$ cat config.mk
export PLATFORM = sky130hd
export DESIGN_NAME = s_expression_token_lexer_top
export DESIGN_NICKNAME = d
export VERILOG_FILES = /design/src/rtl/sexp_pkg.sv /design/src/rtl/sexp_front.sv /design/src/rtl/sexp_queue.sv /design/src/rtl/sexp_back.sv /design/src/rtl/s_expression_token_lexer_top.sv
export SDC_FILE = /design/constraint.sdc
export NUM_CORES = 1
export LEC_CHECK = 0
export BUFFER_PORTS_ARGS = -buffer_cell sky130_fd_sc_hd__buf_2
export CAP_MARGIN = 10
export CORE_MARGIN = 4
export CORE_UTILIZATION = 40
export CTS_CLUSTER_SIZE = 10
export DETAILED_ROUTE_END_ITERATION = 6
export GPL_TIMING_DRIVEN = 0
export PLACE_DENSITY = 0.56
export RECOVER_POWER = 25
export SLEW_MARGIN = 40
export SYNTH_ARGS = -nofsm -noshare
export SYNTH_HDL_FRONTEND = slang
export SYNTH_SLANG_ARGS = --single-unit
$ cat constraint.sdc
create_clock -name clk -period 10.7 [get_ports clk]
set_input_delay 2.14 -clock clk [delete_from_list [all_inputs] [get_ports clk]]
set_output_delay 2.14 -clock clk [all_outputs]
set_load 0.02 [all_outputs]
$ cat src/rtl/sexp_pkg.sv
// Package: shared types, constants and character classes of the S-expression lexer.
`default_nettype none
package sexp_pkg;

  localparam int VALUE_BITS = 32;
  localparam int MAG_BITS = VALUE_BITS - 1;
  localparam logic [MAG_BITS-1:0] MAG_LIMIT = {MAG_BITS{1'b1}};
  localparam int MAX_RESULTS = 3;
  localparam int CNT_BITS = $clog2(MAX_RESULTS + 1);
  localparam int IDX_BITS = $clog2(MAX_RESULTS);
  localparam int QUEUE_DEPTH_DEF = 4;

  localparam logic [3:0] KIND_CONST = 4'd0;
  localparam logic [3:0] KIND_OPEN = 4'd1;
  localparam logic [3:0] KIND_CLOSE = 4'd2;
  localparam logic [3:0] KIND_QUOTE = 4'd3;
  localparam logic [3:0] KIND_DOT = 4'd4;
  localparam logic [3:0] KIND_SCHAR = 4'd5;
  localparam logic [3:0] KIND_SEND = 4'd6;
  localparam logic [3:0] KIND_UNKNOWN = 4'd7;
  localparam logic [3:0] KIND_END = 4'd8;

  localparam logic [7:0] CH_MINUS = 8'h2D;
  localparam logic [7:0] CH_OPEN = 8'h28;
  localparam logic [7:0] CH_CLOSE = 8'h29;
  localparam logic [7:0] CH_QUOTE = 8'h27;
  localparam logic [7:0] CH_DOT = 8'h2E;
  localparam logic [7:0] CH_BANG = 8'h21;
  localparam logic [7:0] CH_PLUS = 8'h2B;
  localparam logic [7:0] CH_LT = 8'h3C;
  localparam logic [7:0] CH_EQ = 8'h3D;
  localparam logic [7:0] CH_GT = 8'h3E;
  localparam logic [7:0] CH_STAR = 8'h2A;
  localparam logic [7:0] CH_SLASH = 8'h2F;
  localparam logic [7:0] CH_HASH = 8'h23;
  localparam logic [7:0] CH_QMARK = 8'h3F;
  localparam logic [7:0] CH_SPACE = 8'h20;

  typedef struct packed {
    logic [7:0] byte_req;
    logic       end_of_input;
  } char_t;

  typedef struct packed {
    logic [3:0]                   kind;
    logic signed [VALUE_BITS-1:0] value;
    logic [7:0]                   symbol_byte;
    logic                         first_of_symbol;
    logic                         overflow;
    logic                         last;
  } tok_t;

  // All results caused by one input character.
  typedef struct packed {
    logic [CNT_BITS-1:0]         count;
    tok_t [MAX_RESULTS-1:0]      res;
  } batch_t;

  function automatic logic is_digit(input logic [7:0] c);
    return (c >= 8'h30) && (c <= 8'h39);
  endfunction

  function automatic logic is_alpha(input logic [7:0] c);
    return ((c >= 8'h61) && (c <= 8'h7A)) || ((c >= 8'h41) && (c <= 8'h5A));
  endfunction

  function automatic logic is_space(input logic [7:0] c);
    return (c == CH_SPACE) || ((c >= 8'h09) && (c <= 8'h0D));
  endfunction

  function automatic logic is_op_char(input logic [7:0] c);
    return (c == CH_PLUS) || (c == CH_LT) || (c == CH_EQ) || (c == CH_GT) ||
           (c == CH_STAR) || (c == CH_SLASH) || (c == CH_HASH) || (c == CH_QMARK);
  endfunction

  function automatic logic sym_start(input logic [7:0] c);
    return is_alpha(c) || is_op_char(c);
  endfunction

  function automatic logic sym_cont(input logic [7:0] c);
    return is_alpha(c) || is_digit(c) || is_op_char(c) || (c == CH_MINUS) ||
           (c == CH_BANG);
  endfunction

  function automatic tok_t mk_tok(input logic [3:0] kind, input logic [7:0] b,
                                  input logic first);
    tok_t t;
    t = '0;
    t.kind = kind;
    t.symbol_byte = b;
    t.first_of_symbol = first;
    return t;
  endfunction

endpackage
`default_nettype wire

$ cat src/rtl/sexp_front.sv
// Front end: lexer state, character classification and result batch building.
`default_nettype none
module sexp_front import sexp_pkg::*; (
  input  wire logic   clk,
  input  wire logic   rst,
  input  wire logic   char_valid,
  output logic        char_ready,
  input  wire char_t  char_data,
  input  wire logic   full,
  output logic        push,
  output batch_t      push_data
);

  localparam logic [1:0] MODE_IDLE = 2'd0;
  localparam logic [1:0] MODE_NUM = 2'd1;
  localparam logic [1:0] MODE_SYM = 2'd2;
  localparam logic [1:0] MODE_MINUS = 2'd3;

  logic [1:0]          mode, mode_next;
  logic [MAG_BITS-1:0] magnitude, magnitude_next;
  logic                negative, negative_next;
  logic                saturated, saturated_next;

  logic [7:0]          c;
  logic [MAG_BITS-1:0] digit;
  logic                idle_has, idle_num;
  tok_t                idle_tok;
  logic [1:0]          idle_mode;
  logic [MAG_BITS+3:0] prod;
  logic signed [VALUE_BITS-1:0] mag_ext;
  tok_t                const_tok;
  tok_t [MAX_RESULTS-1:0] slots;
  logic [CNT_BITS-1:0] n;
  logic                accept;

  assign c = char_data.byte_req;
  assign digit = MAG_BITS'(c[3:0]);
  assign char_ready = !full;
  assign accept = char_valid && char_ready;

  // Times ten plus digit as shift-adds; saturate past the magnitude limit.
  assign prod = ({4'b0, magnitude} << 3) + ({4'b0, magnitude} << 1) + {4'b0, digit};

  assign mag_ext = {1'b0, magnitude};

  always_comb begin
    const_tok = '0;
    const_tok.kind = KIND_CONST;
    const_tok.value = negative ? -mag_ext : mag_ext;
    const_tok.overflow = saturated;
  end

  // What a character does when no token is pending.
  always_comb begin
    idle_has = 1'b0;
    idle_num = 1'b0;
    idle_tok = '0;
    idle_mode = MODE_IDLE;
    priority if (is_space(c)) begin
      idle_has = 1'b0;
    end else if (is_digit(c)) begin
      idle_num = 1'b1;
      idle_mode = MODE_NUM;
    end else if (c == CH_MINUS) begin
      idle_mode = MODE_MINUS;
    end else if (c == CH_OPEN) begin
      idle_has = 1'b1;
      idle_tok = mk_tok(KIND_OPEN, 8'h00, 1'b0);
    end else if (c == CH_CLOSE) begin
      idle_has = 1'b1;
      idle_tok = mk_tok(KIND_CLOSE, 8'h00, 1'b0);
    end else if (sym_start(c)) begin
      idle_has = 1'b1;
      idle_tok = mk_tok(KIND_SCHAR, c, 1'b1);
      idle_mode = MODE_SYM;
    end else if (c == CH_QUOTE) begin
      idle_has = 1'b1;
      idle_tok = mk_tok(KIND_QUOTE, 8'h00, 1'b0);
    end else if (c == CH_DOT) begin
      idle_has = 1'b1;
      idle_tok = mk_tok(KIND_DOT, 8'h00, 1'b0);
    end else begin
      idle_has = 1'b1;
      idle_tok = mk_tok(KIND_UNKNOWN, c, 1'b0);
    end
  end

  always_comb begin
    mode_next = mode;
    magnitude_next = magnitude;
    negative_next = negative;
    saturated_next = saturated;
    slots = '0;
    n = '0;
    if (char_data.end_of_input) begin
      unique case (mode)
        MODE_NUM: begin
          slots[n] = const_tok;
          n = n + 1'b1;
        end
        MODE_SYM: begin
          slots[n] = mk_tok(KIND_SEND, 8'h00, 1'b0);
          n = n + 1'b1;
        end
        MODE_MINUS: begin
          slots[n] = mk_tok(KIND_SCHAR, CH_MINUS, 1'b1);
          n = n + 1'b1;
          slots[n] = mk_tok(KIND_SEND, 8'h00, 1'b0);
          n = n + 1'b1;
        end
        default: begin
          n = n;
        end
      endcase
      slots[n] = mk_tok(KIND_END, 8'h00, 1'b0);
      n = n + 1'b1;
      mode_next = MODE_IDLE;
      magnitude_next = '0;
      negative_next = 1'b0;
      saturated_next = 1'b0;
    end else begin
      unique case (mode)
        MODE_NUM: begin
          if (is_digit(c)) begin
            if (prod > (MAG_BITS + 4)'(MAG_LIMIT)) begin
              magnitude_next = MAG_LIMIT;
              saturated_next = 1'b1;
            end else begin
              magnitude_next = prod[MAG_BITS-1:0];
            end
          end else begin
            slots[n] = const_tok;
            n = n + 1'b1;
            negative_next = 1'b0;
            saturated_next = 1'b0;
            magnitude_next = idle_num ? digit : '0;
            mode_next = idle_mode;
            if (idle_has) begin
              slots[n] = idle_tok;
              n = n + 1'b1;
            end
          end
        end
        MODE_SYM: begin
          if (sym_cont(c)) begin
            slots[n] = mk_tok(KIND_SCHAR, c, 1'b0);
            n = n + 1'b1;
          end else begin
            slots[n] = mk_tok(KIND_SEND, 8'h00, 1'b0);
            n = n + 1'b1;
            mode_next = idle_mode;
            magnitude_next = idle_num ? digit : '0;
            if (idle_has) begin
              slots[n] = idle_tok;
              n = n + 1'b1;
            end
          end
        end
        MODE_MINUS: begin
          if (is_digit(c)) begin
            mode_next = MODE_NUM;
            magnitude_next = digit;
            negative_next = 1'b1;
            saturated_next = 1'b0;
          end else begin
            slots[n] = mk_tok(KIND_SCHAR, CH_MINUS, 1'b1);
            n = n + 1'b1;
            if (sym_cont(c)) begin
              mode_next = MODE_SYM;
              slots[n] = mk_tok(KIND_SCHAR, c, 1'b0);
              n = n + 1'b1;
            end else begin
              slots[n] = mk_tok(KIND_SEND, 8'h00, 1'b0);
              n = n + 1'b1;
              mode_next = idle_mode;
              magnitude_next = idle_num ? digit : '0;
              if (idle_has) begin
                slots[n] = idle_tok;
                n = n + 1'b1;
              end
            end
          end
        end
        default: begin
          mode_next = idle_mode;
          magnitude_next = idle_num ? digit : '0;
          negative_next = 1'b0;
          saturated_next = 1'b0;
          if (idle_has) begin
            slots[n] = idle_tok;
            n = n + 1'b1;
          end
        end
      endcase
    end
    if (n != '0) begin
      slots[n - 1'b1].last = 1'b1;
    end
  end

  assign push = accept && (n != '0);
  assign push_data.count = n;
  assign push_data.res = slots;

  always_ff @(posedge clk) begin
    if (rst) begin
      mode <= MODE_IDLE;
      magnitude <= '0;
      negative <= 1'b0;
      saturated <= 1'b0;
    end else if (accept) begin
      mode <= mode_next;
      magnitude <= magnitude_next;
      negative <= negative_next;
      saturated <= saturated_next;
    end
  end

  a_clean_outside_number: assert property (@(posedge clk) disable iff (rst)
    (mode != MODE_NUM) |-> (magnitude == '0 && !negative && !saturated))
    else $error("number state left over outside a number");

endmodule
`default_nettype wire

$ cat src/rtl/sexp_queue.sv
// Short batch queue between the lexer front end and the result serializer.
`default_nettype none
module sexp_queue import sexp_pkg::*; #(
  parameter int DEPTH = QUEUE_DEPTH_DEF
) (
  input  wire logic   clk,
  input  wire logic   rst,
  input  wire logic   push,
  input  wire batch_t push_data,
  output logic        full,
  input  wire logic   pop,
  output batch_t      head,
  output logic        empty
);

  localparam int PTR_BITS = (DEPTH > 1) ? $clog2(DEPTH) : 1;
  localparam int CNT_W = $clog2(DEPTH + 1);
  localparam logic [PTR_BITS-1:0] LAST_PTR = PTR_BITS'(DEPTH - 1);

  batch_t              store [DEPTH];
  logic [PTR_BITS-1:0] wr_ptr, rd_ptr;
  logic [CNT_W-1:0]    count;

  assign full = (count == CNT_W'(DEPTH));
  assign empty = (count == '0);
  assign head = store[rd_ptr];

  always_ff @(posedge clk) begin
    if (push) begin
      store[wr_ptr] <= push_data;
    end
  end

  always_ff @(posedge clk) begin
    if (rst) begin
      wr_ptr <= '0;
      rd_ptr <= '0;
      count <= '0;
    end else begin
      if (push) begin
        wr_ptr <= (wr_ptr == LAST_PTR) ? '0 : wr_ptr + 1'b1;
      end
      if (pop) begin
        rd_ptr <= (rd_ptr == LAST_PTR) ? '0 : rd_ptr + 1'b1;
      end
      if (push && !pop) begin
        count <= count + 1'b1;
      end else if (pop && !push) begin
        count <= count - 1'b1;
      end
    end
  end

  a_no_push_full: assert property (@(posedge clk) disable iff (rst) push |-> !full)
    else $error("push into full queue");
  a_no_pop_empty: assert property (@(posedge clk) disable iff (rst) pop |-> !empty)
    else $error("pop from empty queue");

endmodule
`default_nettype wire

$ cat src/rtl/sexp_back.sv
// Back end: walks each queued batch and drives results into the output register.
`default_nettype none
module sexp_back import sexp_pkg::*; (
  input  wire logic   clk,
  input  wire logic   rst,
  input  wire batch_t head,
  input  wire logic   empty,
  output logic        pop,
  output logic        tok_valid,
  input  wire logic   tok_ready,
  output tok_t        tok_data
);

  logic [IDX_BITS-1:0] idx;
  logic                load, at_end;

  assign load = !empty && (!tok_valid || tok_ready);
  assign at_end = (CNT_BITS'(idx) == head.count - 1'b1);
  assign pop = load && at_end;

  always_ff @(posedge clk) begin
    if (load) begin
      tok_data <= head.res[idx];
    end
  end

  always_ff @(posedge clk) begin
    if (rst) begin
      tok_valid <= 1'b0;
      idx <= '0;
    end else begin
      if (load) begin
        tok_valid <= 1'b1;
        idx <= at_end ? '0 : idx + 1'b1;
      end else if (tok_ready) begin
        tok_valid <= 1'b0;
      end
    end
  end

  a_idx_in_batch: assert property (@(posedge clk) disable iff (rst)
    !empty |-> (head.count != '0 && CNT_BITS'(idx) < head.count))
    else $error("result index outside queued batch");

endmodule
`default_nettype wire

$ cat src/rtl/s_expression_token_lexer_top.sv
// Top level of the S-expression token lexer: front end, batch queue, serializer.
// Path: results of an accepted character pass through the batch queue and then the
//   output register that drives tok_valid; each result is its own transaction.
// Throughput: while tok_ready stays high, one character per cycle if each yields at
//   most one result; results leave one per cycle and the queue absorbs bursts.
// Reset: synchronous rst returns the lexer to idle and empties queue and output.
`default_nettype none
module s_expression_token_lexer_top import sexp_pkg::*; #(
  parameter int QUEUE_DEPTH = QUEUE_DEPTH_DEF
) (
  input  wire logic  clk,
  input  wire logic  rst,
  // Character transaction in
  input  wire logic  char_valid,
  output logic       char_ready,
  input  wire char_t char_data,
  // Token transaction out
  output logic       tok_valid,
  input  wire logic  tok_ready,
  output tok_t       tok_data
);

  // Front to queue: one batch of up to three results per character.
  logic   push, full;
  batch_t push_data;
  // Queue to back.
  logic   pop, empty;
  batch_t head;

  // Classify each character and advance lexer state; stall only on a full queue.
  sexp_front u_front (
    .clk        (clk),
    .rst        (rst),
    .char_valid (char_valid),
    .char_ready (char_ready),
    .char_data  (char_data),
    .full       (full),
    .push       (push),
    .push_data  (push_data)
  );

  // Hold batches so the front keeps lexing while the consumer stalls.
  sexp_queue #(
    .DEPTH (QUEUE_DEPTH)
  ) u_queue (
    .clk       (clk),
    .rst       (rst),
    .push      (push),
    .push_data (push_data),
    .full      (full),
    .pop       (pop),
    .head      (head),
    .empty     (empty)
  );

  // Serialize each batch, one result per transaction, drop the batch on its last.
  sexp_back u_back (
    .clk       (clk),
    .rst       (rst),
    .head      (head),
    .empty     (empty),
    .pop       (pop),
    .tok_valid (tok_valid),
    .tok_ready (tok_ready),
    .tok_data  (tok_data)
  );

endmodule
`default_nettype wire

==> summary.txt <==
Status -> completed
Antenna-violating nets left -> 0
CTS buffer count -> 47
Vias in the first global route -> 11.8k
Largest net degree at the start of global routing -> 34
DRT Pass-1 Iters -> 5
Clk_skew -> 0.0141 ns
Slew Viols, Final -> 0
Die X -> 226 um
Pwr Density -> 211 nW/um2
Relative slew slack -> 0.309
Synth Cell Area -> 19,100 um2
Root Buffer -> clkbuf_16
Drt wl/cell -> 21.3 um
Hold/Removal Path Class -> flip-flop to flip-flop
Hold Slack -> 0.467 ns
Crit-path max FO -> 10
# rows -> 79
I/O Buffers -> 59
Antenna violations before repair -> 2
Initial Util -> 0.407
DRC -> 0
FF+latch count, synth -> 402
CP required -> 11.16 ns
Final setup fails -> 0
Core ar. -> 46,900 um2
RSZ-0062 raised after global routing -> no
Final Core Density -> 0.462
Final GP Congestion -> 0.888
DP Wirelength -> 31,800 um
Count of cell types in the netlist -> 74
Seq/Total Area, Yosys -> 0.609
Ratio of cells with drive above 1 in the final layout -> 0.120
Post-CTS Resized -> 0
Final wirelength -> 44,900 um
Ports -> 62
Maximum VDD drop -> 0.123 mV
Post-route design area -> 21,600 um2
Post-CTS setup buffer count -> 0
Max-Cap Viols -> 0
Worst Tran Pin Value -> 1.04 ns
Vias per Instance -> 5.57
Routed vias -> 11.7k
Htree depth -> 2
Type of origin of the critical path -> input port
Grt total ovfl -> 0
# clock sinks -> 402
Skew-Pair Late Insertion Delay -> 0.56 ns
Crit end category -> flip-flop
Leakage power -> 7.48 nW
Final net count -> 1,570
Hold buffers post-CTS -> 0
Reg clk slew, reported paths -> 0.06 ns
Area after DPL -> 20,400 um2
Final Hold Viols -> 0
Placed Instances -> 2,038
Area grow syn2layout -> 13.6%
Post-synth top flop -> edfxtp_1
Die H -> 226 um
Final period util -> 0.543
Ant diodes -> 0
Crit path DAT -> 6.27 ns
Syn. warnings -> 0
Fin crit period -> 5.81 ns
Initial DRC Count -> 757
Mean Syn Cell Area -> 14.0 um2
Peak Freq -> 172 MHz
Post-Route Setup TNS -> 0 ns
Mapped Cells -> 1,358
Clock Tree Buf Depth -> 3
Critical path class -> input port to flip-flop
Die Footprint -> 51,200 um2
CTS tree -> built
First-pass GRT wire length -> 69,700 um
Tot GR Track Use -> 0.176
EDFF count, synth -> 355
Post-Layout Cell Count -> 2,107
Async S/R FF share, synth -> 0
==> metal layers <==
| metal | GRT usage | wire [um] |
|---|---|---|
| met1 | 0.258 | 21100 |
| met2 | 0.282 | 21000 |
| met3 | 0.0246 | 2000 |
| met4 | 0.0395 | 789 |
| met5 | 0 | 15 |
==> registers in the layout, indices dropped and copies added (netlist names), 2 cells and up, named ones only <==
register / cells
u_back.idx: 2
u_back.tok_data: 47
u_front.magnitude: 31
u_front.mode: 2
u_queue.count: 3
u_queue.rd_ptr: 2
u_queue.store: 308
u_queue.wr_ptr: 2
==> kinds of logic after synthesis <==
kind of cell / share of synthesized area
AOI/OAI and AO/OA: 0.101
xor gates and xnor gates: 0.0257
adders and majority gates: 0.0518
buffers and inverters: 0.0236
DFF: 0.609
muxes: 0.103
other: 0.000197
and+or+nand+nor: 0.0856
==> synth_stat cells, drive strengths merged, types with 22 or more instances <==
| cell type | number | area [um2] |
|---|---|---|
| nand2 | 78 | 295 |
| xor2 | 36 | 315 |
| a21oi | 68 | 352 |
| mux4 | 77 | 1730 |
| nor2b | 36 | 225 |
| dfxtp | 47 | 941 |
| clkbuf | 42 | 158 |
| edfxtp | 355 | 10700 |
| nor3 | 23 | 115 |
| inv | 49 | 184 |
| o21ai | 52 | 260 |
| buf | 22 | 109 |
| nor2 | 91 | 342 |
| ha | 74 | 926 |
| a221o | 23 | 230 |
==> worst max-delay path: stages <==
cell,delay [ns]
buf_2,0.10
buf_2,0.21
inv_1,0.18
fa_1,0.63
inv_1,0.06
ha_1,0.30
a211oi_1,0.31
o21ai_1,0.22
o31ai_1,0.50
o41ai_2,0.20
a41oi_1,0.31
mux2i_1,0.73
nor2_1,0.11
o221ai_1,0.24
==> power breakdown <==
group | total (mW) | switching [mW] | internal (mW)
clock | 1.45 | 0.576 | 0.869
combinational | 1.05 | 0.643 | 0.404
sequential | 2.07 | 0.0600 | 2.01
==> cell usage in the layout, fill, tap and decap left out, drive strengths merged, types with 23 or more instances in the layout <==
master  netlist  layout
clkbuf       42     173
nor2         91      91
buf          22      27
nor2b        36      36
inv          49      50
xor2         36      36
o21ai        52      52
mux4         77      77
a221o        23      23
nor3         23      23
nand2        78      78
edfxtp      355     355
ha           74      74
a21oi        68      68
dfxtp        47      47
==> per-stage QoR <==
stage / worst slack [ns] / power, mW
after detailed placement: 4.30 / 3.23
after CTS: 4.86 / 4.68
final: 4.89 / 4.56
after floorplan: 4.43 / 2.85
after global routing: 4.63 / 4.79
after global placement: 2.10 / 3.20
==> worst paths after layout <==
path	from	slack [ns]	end	cells past startpoint
setup / recovery	char_data[4]	4.89	u_front.magnitude[29]$_SDFFE_PP0P_	14
hold / removal	u_front.saturated$_SDFFE_PP0P_	0.47	u_front.saturated$_SDFFE_PP0P_	1
setup reg to reg	u_front.magnitude[0]$_SDFFE_PP0P_	6.40	u_front.magnitude[29]$_SDFFE_PP0P_	12
hold reg to reg	u_front.saturated$_SDFFE_PP0P_	0.47	u_front.saturated$_SDFFE_PP0P_	1
==> layout make-up <==
class | instances | area, um2
Buffer | 64 | 272
Clock buffer | 66 | 1320
Clock inverter | 3 | 55.1
Fill cell | 4239 | 25200
Inverter | 49 | 184
Multi-Input combinational cell | 846 | 7040
Sequential cell | 402 | 11600
Tap cell | 607 | 759
Timing Repair Buffer | 70 | 399
Note: power is estimated with default switching activity, not from simulation.
